## src/hw/rtl/ps2mc_pkg.sv

```systemverilog
package ps2mc_pkg;

    localparam int COORD_BITS_DEF = 12;

    localparam int BYTE_W    = 8;
    localparam int OUT_W     = 12;
    localparam int SPEED_W   = 4;
    localparam int RES_W     = 13;
    localparam int PROD_W    = 14;
    localparam int BTN_W     = 3;
    localparam int CFG_IDX_W = 2;
    localparam int CFG_DATA_W = RES_W;

    localparam int QUEUE_DEPTH = 2;
    localparam int QPTR_W      = (QUEUE_DEPTH > 1) ? $clog2(QUEUE_DEPTH) : 1;
    localparam int QCNT_W      = $clog2(QUEUE_DEPTH + 1);

    localparam logic [SPEED_W-1:0] SPEED_RST  = 4'd3;
    localparam logic [RES_W-1:0]   WIDTH_RST  = 13'd1024;
    localparam logic [RES_W-1:0]   HEIGHT_RST = 13'd768;

    localparam logic [CFG_IDX_W-1:0] CFG_SPEED  = 2'd0;
    localparam logic [CFG_IDX_W-1:0] CFG_WIDTH  = 2'd1;
    localparam logic [CFG_IDX_W-1:0] CFG_HEIGHT = 2'd2;

    localparam int ALIGN_BIT  = 3;
    localparam int X_SIGN_BIT = 4;
    localparam int Y_SIGN_BIT = 5;
    localparam int X_OVF_BIT  = 6;
    localparam int Y_OVF_BIT  = 7;

    typedef struct packed {
        logic [SPEED_W-1:0] speed;
        logic [RES_W-1:0]   screen_width;
        logic [RES_W-1:0]   screen_height;
    } cfg_t;

    typedef struct packed {
        logic [BTN_W-1:0]  buttons;
        logic              x_sign;
        logic              y_sign;
        logic [BYTE_W-1:0] x_mag;
        logic [BYTE_W-1:0] y_mag;
    } packet_t;

    typedef struct packed {
        logic    push;
        packet_t pkt;
    } q_wr_t;

    typedef struct packed {
        logic    empty;
        logic    full;
        packet_t pkt;
    } q_rd_t;

    typedef enum logic [2:0] {
        ST_STATUS = 3'b001,
        ST_XMOVE  = 3'b010,
        ST_YMOVE  = 3'b100
    } rx_state_t;

endpackage

```

## src/hw/rtl/ps2mc_front.sv

```systemverilog
module ps2mc_front (
    input  logic                   clk,
    input  logic                   rst_n,
    input  logic                   in_valid,
    output logic                   in_ready,
    input  logic [7:0]             data_byte,
    input  ps2mc_pkg::q_rd_t       q_rd,
    output ps2mc_pkg::q_wr_t       q_wr
);
    import ps2mc_pkg::*;

    rx_state_t         state_reg;
    rx_state_t         state_next;
    logic [BYTE_W-1:0] status_reg;
    logic [BYTE_W-1:0] status_next;
    logic [BYTE_W-1:0] x_move_reg;
    logic [BYTE_W-1:0] x_move_next;
    logic              in_fire;

    assign in_ready = !q_rd.full;
    assign in_fire  = in_valid && in_ready;

    always_comb
    begin
        state_next  = state_reg;
        status_next = status_reg;
        x_move_next = x_move_reg;
        q_wr.push   = 1'b0;
        q_wr.pkt.buttons = status_reg[BTN_W-1:0];
        q_wr.pkt.x_sign  = status_reg[X_SIGN_BIT];
        q_wr.pkt.y_sign  = status_reg[Y_SIGN_BIT];
        q_wr.pkt.x_mag   = x_move_reg;
        q_wr.pkt.y_mag   = data_byte;
        if (in_fire)
        begin
            unique case (state_reg)
                ST_STATUS:
                begin
                    // resync: a status byte always has bit 3 set
                    if (data_byte[ALIGN_BIT])
                    begin
                        status_next = data_byte;
                        state_next  = ST_XMOVE;
                    end
                end
                ST_XMOVE:
                begin
                    x_move_next = data_byte;
                    state_next  = ST_YMOVE;
                end
                ST_YMOVE:
                begin
                    state_next = ST_STATUS;
                    q_wr.push  = !(status_reg[X_OVF_BIT] || status_reg[Y_OVF_BIT]);
                end
                default:
                begin
                    state_next = ST_STATUS;
                end
            endcase
        end
    end

    always_ff @(posedge clk or negedge rst_n)
    begin
        if (!rst_n)
        begin
            state_reg <= ST_STATUS;
        end
        else
        begin
            state_reg <= state_next;
        end
    end

    always_ff @(posedge clk)
    begin
        status_reg <= status_next;
        x_move_reg <= x_move_next;
    end

endmodule

```

## src/hw/rtl/ps2mc_queue.sv

```systemverilog
module ps2mc_queue (
    input  logic               clk,
    input  logic               rst_n,
    input  ps2mc_pkg::q_wr_t   q_wr,
    input  logic               pop,
    output ps2mc_pkg::q_rd_t   q_rd
);
    import ps2mc_pkg::*;

    packet_t           mem [QUEUE_DEPTH];
    logic [QPTR_W-1:0] wr_ptr_reg;
    logic [QPTR_W-1:0] wr_ptr_next;
    logic [QPTR_W-1:0] rd_ptr_reg;
    logic [QPTR_W-1:0] rd_ptr_next;
    logic [QCNT_W-1:0] count_reg;
    logic [QCNT_W-1:0] count_next;
    logic              do_push;
    logic              do_pop;

    assign q_rd.empty = (count_reg == '0);
    assign q_rd.full  = (count_reg == QCNT_W'(QUEUE_DEPTH));
    assign q_rd.pkt   = mem[rd_ptr_reg];

    assign do_push = q_wr.push && !q_rd.full;
    assign do_pop  = pop && !q_rd.empty;

    always_comb
    begin
        wr_ptr_next = wr_ptr_reg;
        rd_ptr_next = rd_ptr_reg;
        count_next  = count_reg;
        if (do_push)
        begin
            wr_ptr_next = (wr_ptr_reg == QPTR_W'(QUEUE_DEPTH - 1)) ? '0 : wr_ptr_reg + 1'b1;
        end
        if (do_pop)
        begin
            rd_ptr_next = (rd_ptr_reg == QPTR_W'(QUEUE_DEPTH - 1)) ? '0 : rd_ptr_reg + 1'b1;
        end
        if (do_push && !do_pop)
        begin
            count_next = count_reg + 1'b1;
        end
        else if (do_pop && !do_push)
        begin
            count_next = count_reg - 1'b1;
        end
    end

    always_ff @(posedge clk or negedge rst_n)
    begin
        if (!rst_n)
        begin
            wr_ptr_reg <= '0;
            rd_ptr_reg <= '0;
            count_reg  <= '0;
        end
        else
        begin
            wr_ptr_reg <= wr_ptr_next;
            rd_ptr_reg <= rd_ptr_next;
            count_reg  <= count_next;
        end
    end

    always_ff @(posedge clk)
    begin
        if (do_push)
        begin
            mem[wr_ptr_reg] <= q_wr.pkt;
        end
    end

endmodule

```

## src/hw/rtl/ps2mc_back.sv

```systemverilog
module ps2mc_back #(
    parameter int COORD_BITS = ps2mc_pkg::COORD_BITS_DEF
) (
    input  logic                           clk,
    input  logic                           rst_n,
    input  ps2mc_pkg::cfg_t                cfg,
    input  ps2mc_pkg::q_rd_t               q_rd,
    output logic                           pop,
    output logic                           out_valid,
    input  logic                           out_ready,
    output logic [ps2mc_pkg::OUT_W-1:0]    cursor_x,
    output logic [ps2mc_pkg::OUT_W-1:0]    cursor_y,
    output logic                           left_button,
    output logic                           right_button,
    output logic                           middle_button
);
    import ps2mc_pkg::*;

    localparam int SUM_W = ((COORD_BITS > PROD_W) ? COORD_BITS : PROD_W) + 2;

    logic                  a_valid_reg;
    logic [PROD_W-1:0]     a_prod_x_reg;
    logic [PROD_W-1:0]     a_prod_y_reg;
    logic [SUM_W-1:0]      a_lim_x_reg;
    logic [SUM_W-1:0]      a_lim_y_reg;
    logic [BTN_W-1:0]      a_btn_reg;

    logic [COORD_BITS-1:0] pos_x_reg;
    logic [COORD_BITS-1:0] pos_y_reg;
    logic                  out_valid_reg;
    logic [OUT_W-1:0]      cursor_x_reg;
    logic [OUT_W-1:0]      cursor_y_reg;
    logic [BTN_W-1:0]      btn_reg;

    logic                  a_load;
    logic                  b_fire;
    logic [PROD_W-1:0]     dx_ext;
    logic [PROD_W-1:0]     dy_ext;
    logic [PROD_W-1:0]     spd_ext;
    logic [PROD_W-1:0]     prod_x;
    logic [PROD_W-1:0]     prod_y;
    logic [SUM_W-1:0]      top_val;
    logic [SUM_W-1:0]      res_x;
    logic [SUM_W-1:0]      res_y;
    logic [SUM_W-1:0]      lim_x;
    logic [SUM_W-1:0]      lim_y;
    logic [SUM_W-1:0]      nx;
    logic [SUM_W-1:0]      ny;
    logic [SUM_W-1:0]      cx;
    logic [SUM_W-1:0]      cy;

    assign b_fire = a_valid_reg && (!out_valid_reg || out_ready);
    assign a_load = !a_valid_reg || b_fire;
    assign pop    = a_load && !q_rd.empty;

    // stage a: scale deltas, resolve clamp limits
    assign dx_ext  = {{(PROD_W - BYTE_W){q_rd.pkt.x_sign}}, q_rd.pkt.x_mag};
    assign dy_ext  = {{(PROD_W - BYTE_W){q_rd.pkt.y_sign}}, q_rd.pkt.y_mag};
    assign spd_ext = {{(PROD_W - SPEED_W){1'b0}}, cfg.speed};
    assign prod_x  = dx_ext * spd_ext;
    assign prod_y  = dy_ext * spd_ext;

    assign top_val = {{(SUM_W - 1){1'b0}}, 1'b1} << COORD_BITS;
    assign res_x   = {{(SUM_W - RES_W){1'b0}}, cfg.screen_width};
    assign res_y   = {{(SUM_W - RES_W){1'b0}}, cfg.screen_height};

    always_comb
    begin
        if (res_x == '0)
        begin
            lim_x = '0;
        end
        else if (res_x > top_val)
        begin
            lim_x = top_val - 1'b1;
        end
        else
        begin
            lim_x = res_x - 1'b1;
        end
        if (res_y == '0)
        begin
            lim_y = '0;
        end
        else if (res_y > top_val)
        begin
            lim_y = top_val - 1'b1;
        end
        else
        begin
            lim_y = res_y - 1'b1;
        end
    end

    // stage b: move and clamp, y grows downward
    assign nx = {{(SUM_W - COORD_BITS){1'b0}}, pos_x_reg}
              + {{(SUM_W - PROD_W){a_prod_x_reg[PROD_W-1]}}, a_prod_x_reg};
    assign ny = {{(SUM_W - COORD_BITS){1'b0}}, pos_y_reg}
              - {{(SUM_W - PROD_W){a_prod_y_reg[PROD_W-1]}}, a_prod_y_reg};

    always_comb
    begin
        if (nx[SUM_W-1])
        begin
            cx = '0;
        end
        else if (nx > a_lim_x_reg)
        begin
            cx = a_lim_x_reg;
        end
        else
        begin
            cx = nx;
        end
        if (ny[SUM_W-1])
        begin
            cy = '0;
        end
        else if (ny > a_lim_y_reg)
        begin
            cy = a_lim_y_reg;
        end
        else
        begin
            cy = ny;
        end
    end

    always_ff @(posedge clk or negedge rst_n)
    begin
        if (!rst_n)
        begin
            a_valid_reg   <= 1'b0;
            out_valid_reg <= 1'b0;
            pos_x_reg     <= '0;
            pos_y_reg     <= '0;
        end
        else
        begin
            if (a_load)
            begin
                a_valid_reg <= !q_rd.empty;
            end
            if (b_fire)
            begin
                out_valid_reg <= 1'b1;
                pos_x_reg     <= cx[COORD_BITS-1:0];
                pos_y_reg     <= cy[COORD_BITS-1:0];
            end
            else if (out_ready)
            begin
                out_valid_reg <= 1'b0;
            end
        end
    end

    always_ff @(posedge clk)
    begin
        if (pop)
        begin
            a_prod_x_reg <= prod_x;
            a_prod_y_reg <= prod_y;
            a_lim_x_reg  <= lim_x;
            a_lim_y_reg  <= lim_y;
            a_btn_reg    <= q_rd.pkt.buttons;
        end
        if (b_fire)
        begin
            cursor_x_reg <= cx[OUT_W-1:0];
            cursor_y_reg <= cy[OUT_W-1:0];
            btn_reg      <= a_btn_reg;
        end
    end

    assign out_valid     = out_valid_reg;
    assign cursor_x      = cursor_x_reg;
    assign cursor_y      = cursor_y_reg;
    assign left_button   = btn_reg[0];
    assign right_button  = btn_reg[1];
    assign middle_button = btn_reg[2];

endmodule

```

## src/hw/rtl/ps2_mouse_cursor_tracker.sv

```systemverilog
// path: the packet that a third byte completes goes through the packet queue, stage a and the output registers
// throughput: one byte per cycle while in_ready is high; a stalled output backs
// up through a 2-entry packet queue before in_ready drops
// reset (rst_n, async, active low): cursor at 0,0, packet framing restarts at the
// status byte, speed 3, resolution 1024 x 768
module ps2_mouse_cursor_tracker #(
    parameter int COORD_BITS = ps2mc_pkg::COORD_BITS_DEF
) (
    input  logic                             clk,
    input  logic                             rst_n,
    input  logic                             cfg_valid,
    output logic                             cfg_ready,
    input  logic [ps2mc_pkg::CFG_IDX_W-1:0]  cfg_index,
    input  logic [ps2mc_pkg::CFG_DATA_W-1:0] cfg_data,
    input  logic                             in_valid,
    output logic                             in_ready,
    input  logic [ps2mc_pkg::BYTE_W-1:0]     data_byte,
    output logic                             out_valid,
    input  logic                             out_ready,
    output logic [ps2mc_pkg::OUT_W-1:0]      cursor_x,
    output logic [ps2mc_pkg::OUT_W-1:0]      cursor_y,
    output logic                             left_button,
    output logic                             right_button,
    output logic                             middle_button
);
    import ps2mc_pkg::*;

    cfg_t    cfg_reg;
    q_wr_t   q_wr;
    q_rd_t   q_rd;
    logic    pop;

    assign cfg_ready = 1'b1;

    always_ff @(posedge clk or negedge rst_n)
    begin
        if (!rst_n)
        begin
            cfg_reg.speed         <= SPEED_RST;
            cfg_reg.screen_width  <= WIDTH_RST;
            cfg_reg.screen_height <= HEIGHT_RST;
        end
        else if (cfg_valid && cfg_ready)
        begin
            unique case (cfg_index)
                CFG_SPEED:  cfg_reg.speed         <= cfg_data[SPEED_W-1:0];
                CFG_WIDTH:  cfg_reg.screen_width  <= cfg_data[RES_W-1:0];
                CFG_HEIGHT: cfg_reg.screen_height <= cfg_data[RES_W-1:0];
                default:    ;
            endcase
        end
    end

    ps2mc_front u_front (
        .clk       (clk),
        .rst_n     (rst_n),
        .in_valid  (in_valid),
        .in_ready  (in_ready),
        .data_byte (data_byte),
        .q_rd      (q_rd),
        .q_wr      (q_wr)
    );

    ps2mc_queue u_queue (
        .clk   (clk),
        .rst_n (rst_n),
        .q_wr  (q_wr),
        .pop   (pop),
        .q_rd  (q_rd)
    );

    ps2mc_back #(
        .COORD_BITS (COORD_BITS)
    ) u_back (
        .clk           (clk),
        .rst_n         (rst_n),
        .cfg           (cfg_reg),
        .q_rd          (q_rd),
        .pop           (pop),
        .out_valid     (out_valid),
        .out_ready     (out_ready),
        .cursor_x      (cursor_x),
        .cursor_y      (cursor_y),
        .left_button   (left_button),
        .right_button  (right_button),
        .middle_button (middle_button)
    );

endmodule

```

## config.mk

```make
export PLATFORM = sky130hd
export DESIGN_NAME = ps2_mouse_cursor_tracker
export DESIGN_NICKNAME = d
export VERILOG_FILES = /design/src/hw/rtl/ps2mc_pkg.sv /design/src/hw/rtl/ps2mc_front.sv /design/src/hw/rtl/ps2mc_queue.sv /design/src/hw/rtl/ps2mc_back.sv /design/src/hw/rtl/ps2_mouse_cursor_tracker.sv
export SDC_FILE = /design/constraint.sdc
export NUM_CORES = 1
export LEC_CHECK = 0
export BUFFER_PORTS_ARGS = -buffer_cell sky130_fd_sc_hd__buf_2
export CAP_MARGIN = 10
export CORE_ASPECT_RATIO = 1.25
export CORE_UTILIZATION = 36
export CTS_BUF_LIST = sky130_fd_sc_hd__clkbuf_16
export DETAILED_ROUTE_END_ITERATION = 16
export HOLD_SLACK_MARGIN = 0.05
export MAX_ROUTING_LAYER = met4
export RECOVER_POWER = 50
export SYNTH_ARGS = -nofsm -noshare
export SYNTH_HDL_FRONTEND = slang
export SYNTH_SLANG_ARGS = --single-unit
```

## constraint.sdc

```tcl
create_clock -name clk -period 14.24 [get_ports clk]
set_clock_uncertainty 0.15 [all_clocks]
set_input_delay 2.136 -clock clk [delete_from_list [all_inputs] [get_ports clk]]
set_output_delay 2.136 -clock clk [all_outputs]
set_load 0.02 [all_outputs]
```

# Word-level counts from Yosys, hierarchy flattened
# Memories as Yosys holds them, arrays and structs flattened.
# Index checks and enable logic that the tools add are counted.
# classes
mul,2
addsub,8
n_reduce_logical,31
n_bitwise,0
eq_ne,7
n_div,0
mux,18
n_shift,0
order_cmp,4
# ops
cell,count
$mux W12,6
$gt A16 B16 Y1,2
$logic_not A16 Y1,2
$mul A9 B5 Y14,2
$sub A13 B1 Y14 const B,2
$gt A13 B13 Y1 const B,2
$add A13 B14 Y15,1
$sub A13 B14 Y15,1
$reduce_and A2 Y1,5
$mux W1,8
$logic_and A1 B1 Y1,7
$logic_not A1 Y1,7
$pmux W3 S2,1
$eq A2 B2 Y1 const B,2
$logic_not A2 Y1,2
$mux W2,2
$reduce_bool A2 Y1,2
$reduce_or A2 Y1,2
$eq A3 B1 Y1 const B,1
$eq A3 B2 Y1 const B,1
$eq A3 B3 Y1 const B,1
$logic_or A1 B1 Y1,3
$mux W3,1
$reduce_and A3 Y1,1
other kinds (5),6
# word_totals
latchBits,0
reg_bits,164
memories,1
word_cells,94
ram_bits,42
rom_bits,0
# mem_list
name,depth,word_bits,read_ports,rd_clocked_by_memory_dff,wr,line,text
u_queue.mem,2,21,1,0,1,ps2mc_queue.sv:10,packet_t mem [QUEUE_DEPTH];

# Logic depth before layout (Yosys ltp)
# Gate-level depths: netlist of run 1.
# depth
word_depth,9
ltp_mapped,19
ltp_nobuf,18

# Hierarchy
# A second synthesis of run 1 with hierarchy kept.
# hier_totals
hier_cells,1216
area_unflattened_um2,13429.1
# modules_own_cells
module,seq_area_each_um2,cells_each,area_per_inst_um2,n_inst
ps2mc_back,3233.1,1020,9633.0,1
ps2mc_queue,1361.3,84,1798.0,1
ps2_mouse_cursor_tracker,757.0,67,1270.0,1
ps2mc_front,526.8,45,728.2,1

# Least setup slack after synthesis of run 1
# OpenSTA, ideal clock, no wires.
# synth_path
path_kind,reg2reg
start,register u_queue.rd_ptr_reg
end,"register u_back.a_prod_y_reg[13], data pin"
setup_ns,0.260
n_path_buf,2
required_ns,13.830
arrival_ns,4.560
path_stages_with_launch,17
slack_ns,9.270
path_cell_list,dfrtp_1 > clkbuf_1 > buf_1 > mux2_2 > and2_1 > ha_1 > fa_1 > inv_1 > fa_1 > inv_1 > ha_1 > o21a_1 > a2111oi_1 > nor3b_1 > a311o_1 > a21oi_1 > xnor2_1
# synth_between
elab_chain_len,2
# synth_lines
item,line,text
from (decl),ps2mc_queue.sv:13,logic [QPTR_W-1:0] rd_ptr_reg;
from (signal assigned),ps2mc_queue.sv:61,rd_ptr_reg <= rd_ptr_next;
$mem_v2 Z2 W21,--,
$mul A9 B5 Y14,ps2mc_back.sv:61,assign prod_y = dy_ext * spd_ext;
net u_back.prod_y[13],ps2mc_back.sv:41,logic [PROD_W-1:0] prod_y;
to (signal assigned),ps2mc_back.sv:162,a_prod_y_reg <= prod_y;
to (decl),ps2mc_back.sv:23,logic [PROD_W-1:0] a_prod_y_reg;
# The timed path passes the listed nets, and every way through them passes these cells.
# A chain may end at the register's enable or synchronous reset.

# Worst setup path in the final report of run 1
# Ends and elaborated chain as after synthesis.

==> results of run 1 <==
## cell usage after synthesis (all sizes together) (12+ instances only)
| library cell | n | share of area |
|---|---|---|
| inv | 148 | 0.043 |
| edfxtp | 143 | 0.33 |
| ha | 109 | 0.11 |
| nor2 | 79 | 0.023 |
| nand2 | 70 | 0.021 |
| a21oi | 69 | 0.028 |
| dfrtp | 57 | 0.11 |
| nor2b | 57 | 0.028 |
| xnor2 | 43 | 0.029 |
| fa | 40 | 0.062 |
| mux2 | 40 | 0.035 |
| o21ai | 40 | 0.016 |
| mux2i | 28 | 0.022 |
| nor3 | 24 | 0.012 |
| xor2 | 23 | 0.016 |
| nand2b | 18 | 0.0088 |
| buf | 14 | 0.0071 |
| clkbuf | 14 | 0.0041 |
| nand3 | 12 | 0.0047 |
## worst max-delay path: cells and delay by family (launching register included)
kind	cells	cell delay (ps)
adder cells (fa/ha/maj)	4	1700
AO/OA/AOI/OAI	4	1230
buffers and inverters	3	870
flip-flops	1	590
multiplexers	1	450
AND/OR/NAND/NOR	2	320
XOR/XNOR	1	90
## logic make-up after synthesis
group	Yosys count	synth area share
fa+ha+maj	149	0.169
mux	68	0.0570
buf+inv	177	0.0548
compound gates	177	0.0912
simple gates	306	0.124
other cells	2	0.000586
xor+xnor	66	0.0451
flops	206	0.459
## cell type report
| cell class | count | area, um2 | share of cell area |
|---|---|---|---|
| diodes | 4 | 10.0 | 0.000702 |
| clock buffers | 23 | 576 | 0.0404 |
| clock inverters | 19 | 164 | 0.0115 |
| inverters | 149 | 559 | 0.0392 |
| multi-input cells | 769 | 6180 | 0.433 |
| flip-flops and latches | 206 | 5880 | 0.412 |
| well taps | 468 | 586 | 0.0411 |
| repair buffers | 63 | 304 | 0.0213 |
## worst max-delay path by stage
stage / startpoint / cells after the start / end
floorplan: u_queue.rd_ptr_reg / 16 / u_back.a_prod_y_reg[13]
global placement: u_queue.rd_ptr_reg / 15 / u_back.a_prod_y_reg[13]
detailed placement: u_queue.rd_ptr_reg / 15 / u_back.a_prod_y_reg[13]
CTS: u_queue.rd_ptr_reg / 15 / u_back.a_prod_y_reg[13]
global route: rst_n / 2 / u_back.pos_y_reg[11]
finish: u_queue.rd_ptr_reg / 15 / u_back.a_prod_y_reg[13]
## layer usage
layer	vias to the layer above	track usage	routed length [um]
li1	4113	-	-
met1	3977	0.185	11500
met2	129	0.245	11700
met3	42	0.0267	1230
met4	0	0.0419	565
met5	-	-	0
## through the flow
step | std cells | utilization | hold WS, ps
3_5_place_dp | 1654 | 0.391 | 258
4_1_cts | 1696 | 0.412 | 279
2_1_floorplan | 1152 | - | 250
5_1_grt | 1701 | 0.410 | 283
3_3_place_gp | 1654 | 0.391 | 255
6_report | 1701 | 0.410 | 280
==> flow_metrics.py, run 1 <==
metrics = {
    "status": {
        "status": "finished, violations left",
        "violations": "capacitance limit, slew limit",
    },
    "hold_path": {
        "hold_depth": 0,
        "hp-start": "u_back.a_btn_reg[0]",
        "whs_endpoint": "u_back.btn_reg[0]",
        "hp-class": "reg2reg",
    },
    "global_route": {
        "grt_pass1_wl_um": 41900,
        "overflow": 0,
        "antenna_found_initial": 4,
        "grt_pass1_vias": 8530,
        "grt_max_degree": 64,
        "track_usage": 0.148,
    },
    "synth": {
        "yosys_warnings": 0,
        "async_flop_share": 0.306,
        "synthFlopType": "edfxtp_1",
        "syn-mean-instance-area_um2": 11.1,
        "ys_types": 79,
        "synth_seq_cells": 206,
        "ys_seq_area_frac": 0.459,
        "postSynthCellCount": 1151,
        "synth_area_mm2": 0.0128,
        "synth-edff-count": 143,
    },
    "critical_path": {
        "r2r-end": "u_back.a_prod_y_reg[13]",
        "crit-reg2reg-launch": "u_queue.rd_ptr_reg",
        "arrival_ps": 5780,
        "path_cells": "clkbuf_1, mux2_2, and2_1, ha_1, fa_1, inv_1, fa_1, inv_1, ha_1, o21a_1, a2111oi_1, nor3b_1, a311o_1, a21oi_1, xnor2_1",
        "crit_required_ps": 14340,
        "critPathLaunchType": "flip-flop",
        "slowest_stage": "clkbuf_1",
        "r2r_slack_ps": 8560,
        "reg2reg_depth": 15,
        "crit_type": "reg2reg",
        "critPathMaxFanout": 14,
        "end_kind": "flip-flop",
        "slowest_delay_ps": 770,
    },
    "drt": {
        "drc": 0,
        "firstDrtPassIters": 4,
        "drt-wirelength-per-cell_um": 14.7,
        "drt_iter0_drc": 342,
        "viasPerCell": 4.86,
        "drt_wl_total_um": 25000,
        "dr_total_vias": 8261,
        "drtAntennaViolNets": 0,
    },
    "sta": {
        "worstMarginPinSlew_ps": 3840,
        "hold_viol_final": 0,
        "slew_headroom": -1.56,
        "fin_crit_ps": 5680,
        "finalMaxSlewViolations": 64,
        "setup_slack_ps": 8560,
        "rsz0062_at_grt": "no",
        "fin_crit_sh": 0.399,
        "fmax_mhz": 176,
        "finalSetupViolations": 0,
        "tns_ps": 0,
    },
    "final_layout": {
        "drive_above_1_share": 0.120,
        "fillCellCount": 3377,
        "final_cell_mix": "150 x inv_1, 143 x edfxtp_1, 109 x ha_1, 79 x nor2_1, 69 x nand2_1",
        "final_cell_area_mm2": 0.0143,
        "area_growth_pct": 11.2,
        "largest_register_ffs": 42,
        "layout_commonest_cell": "inv_1",
        "fin_nets": 1389,
    },
    "floorplanning": {
        "fp-row-count": 76,
        "coreArea_mm2": 0.0348,
        "fp.dieH_um": 213,
        "ios": 58,
        "start_util": 0.368,
        "die_area_mm2": 0.0364,
        "die_w_um": 171,
    },
    "clocking": {
        "clock_latency_ps": 530,
        "clock-sinks": 206,
        "cts_tree": "built",
        "cts_setup_buffers": 0,
        "cts_root_buffer": "clkbuf_16",
        "cts_hold_buf": 0,
        "cts_max_path_buffers": 3,
        "cts_resized": 0,
        "numCtsBuffers": 23,
        "htreeDepth": 1,
        "path_clk_slew_ps": 60,
    },
    "place": {
        "place_congestion": 0.826,
        "io_buffer_count": 56,
        "dp_slack_ps": 9030,
        "hpwl_um": 18900,
        "placed_cell_area_mm2": 0.0136,
    },
    "run": {
        "drv_cap": 1,
    },
}
Power of run 1 is left out: the tool's default activity adds up to more than one toggle a clock period on the data nets, which glitch-free logic cannot reach.
==> inputs of run 2 (changes only) <==
==> constraint.sdc (replaced) <==
create_clock -name clk -period 5.54 [get_ports clk]
set_clock_uncertainty 0.15 [all_clocks]
set_input_delay 0.831 -clock clk [delete_from_list [all_inputs] [get_ports clk]]
set_output_delay 0.831 -clock clk [all_outputs]
set_load 0.02 [all_outputs]
==> flow_metrics.py, run 2 (synthesis results as in run 1) <==
metrics = {
    "drt": {
        "viasPerCell": 4.82,
        "dr_total_vias": 8198,
        "drtAntennaViolNets": 0,
        "drt_wl_total_um": 25200,
        "drt-wirelength-per-cell_um": 14.8,
        "drt_iter0_drc": 339,
        "drc": 0,
        "firstDrtPassIters": 4,
    },
    "critical_path": {
        "slowest_stage": "dfrtp_1",
        "arrival_ps": 5040,
        "critPathLaunchType": "flip-flop",
        "crit_required_ps": 5660,
        "path_cells": "mux2_2, and2_1, ha_1, fa_1, inv_1, fa_1, inv_1, ha_1, o21a_1, a2111oi_1, nor3b_1, a311o_1, a21oi_1, xnor2_1",
        "crit_type": "reg2reg",
        "slowest_delay_ps": 620,
        "end_kind": "flip-flop",
        "critPathMaxFanout": 10,
    },
    "place": {
        "io_buffer_count": 56,
        "hpwl_um": 18800,
        "place_congestion": 0.840,
    },
    "run": {
        "drv_cap": 1,
    },
    "sta": {
        "hold_viol_final": 0,
        "slew_headroom": -1.49,
        "fin_crit_ps": 4920,
        "fin_crit_sh": 0.888,
        "fmax_mhz": 203,
        "finalMaxSlewViolations": 64,
        "rsz0062_at_grt": "no",
        "worstMarginPinSlew_ps": 3740,
        "tns_ps": 0,
        "finalSetupViolations": 0,
    },
    "clocking": {
        "cts_resized": 0,
        "clock_latency_ps": 530,
        "numCtsBuffers": 24,
        "cts_hold_buf": 0,
        "path_clk_slew_ps": 60,
        "cts_root_buffer": "clkbuf_16",
        "cts_max_path_buffers": 3,
        "htreeDepth": 1,
        "cts_setup_buffers": 0,
        "cts_tree": "built",
        "clock-sinks": 206,
    },
    "floorplanning": {
        "coreArea_mm2": 0.0348,
        "die_area_mm2": 0.0364,
        "ios": 58,
        "fp.dieH_um": 213,
        "die_w_um": 171,
        "fp-row-count": 76,
        "start_util": 0.368,
    },
    "global_route": {
        "antenna_found_initial": 2,
        "grt_pass1_wl_um": 42200,
        "grt_pass1_vias": 8492,
        "overflow": 0,
        "track_usage": 0.151,
        "grt_max_degree": 64,
    },
    "status": {
        "violations": "capacitance limit, slew limit",
        "status": "finished, violations left",
    },
    "final_layout": {
        "layout_commonest_cell": "inv_1",
        "fin_nets": 1391,
        "fillCellCount": 3359,
        "largest_register_ffs": 42,
        "final_cell_mix": "151 x inv_1, 143 x edfxtp_1, 109 x ha_1, 78 x nor2_1, 69 x nand2_1",
        "area_growth_pct": 12.6,
        "drive_above_1_share": 0.121,
    },
    "hold_path": {
        "hp-class": "reg2reg",
    },
}
run 2: changes by cell type in the layout (fill, tap and decap cells not counted), sizes merged, moves of 2 or more:
cell and delta:
diode -2, clkinv -3, bufinv +3, clkbuf +11
buf -8
run 2: through the flow:
step                      hold WS, ps  setup slack (ps)   util  cell area [um2]  std cells
after floorplan                   250               570      -            12800       1152
after global placement            257               678  0.391            13600       1655
after detailed placement          266               599  0.391            13600       1655
after CTS                         265               593  0.416            14500       1699
after global routing              272               159  0.415            14400       1702
final                             268               622  0.415            14400       1702
run 2: metal layers:
metal | wire length, um | GRT usage
met1 | 11500 | 0.191
met3 | 1170 | 0.0241
met4 | 606 | 0.0503
met5 | 0 | -
met2 | 11900 | 0.245
run 2: final timing paths:
check	start	to	slack, ps	cells after the start
min in group asynchronous	rst_n	u_back.pos_x_reg[6]	1530	2
setup / recovery	u_queue.rd_ptr_reg	u_back.a_prod_y_reg[13]	620	14
setup reg to reg	u_queue.rd_ptr_reg	u_back.a_prod_y_reg[13]	620	14
max in group asynchronous	rst_n	u_back.pos_y_reg[7]	1580	2
hold reg to reg	u_back.a_btn_reg[1]	u_back.btn_reg[1]	270	0
hold / removal	u_back.a_btn_reg[1]	u_back.btn_reg[1]	270	0
run 2: layout make-up:
class,instances,area (um2),area share
diodes,2,5.00,0.000347
clock buffers,25,626,0.0433
clock inverters,19,236,0.0164
inverters,149,559,0.0387
multi-input cells,769,6240,0.432
flip-flops and latches,206,5880,0.407
well taps,468,586,0.0406
repair buffers,64,305,0.0211
run 2: worst max-delay path: cells and delay by family, from the launching register on:
family / cells / cell delay, ps
compound gates: 4 / 1240
flops: 1 / 620
mux: 1 / 420
simple gates: 2 / 310
xor+xnor: 1 / 100
fa+ha+maj: 4 / 1700
buf+inv: 2 / 90
Power of run 2 is left out for the same reason.
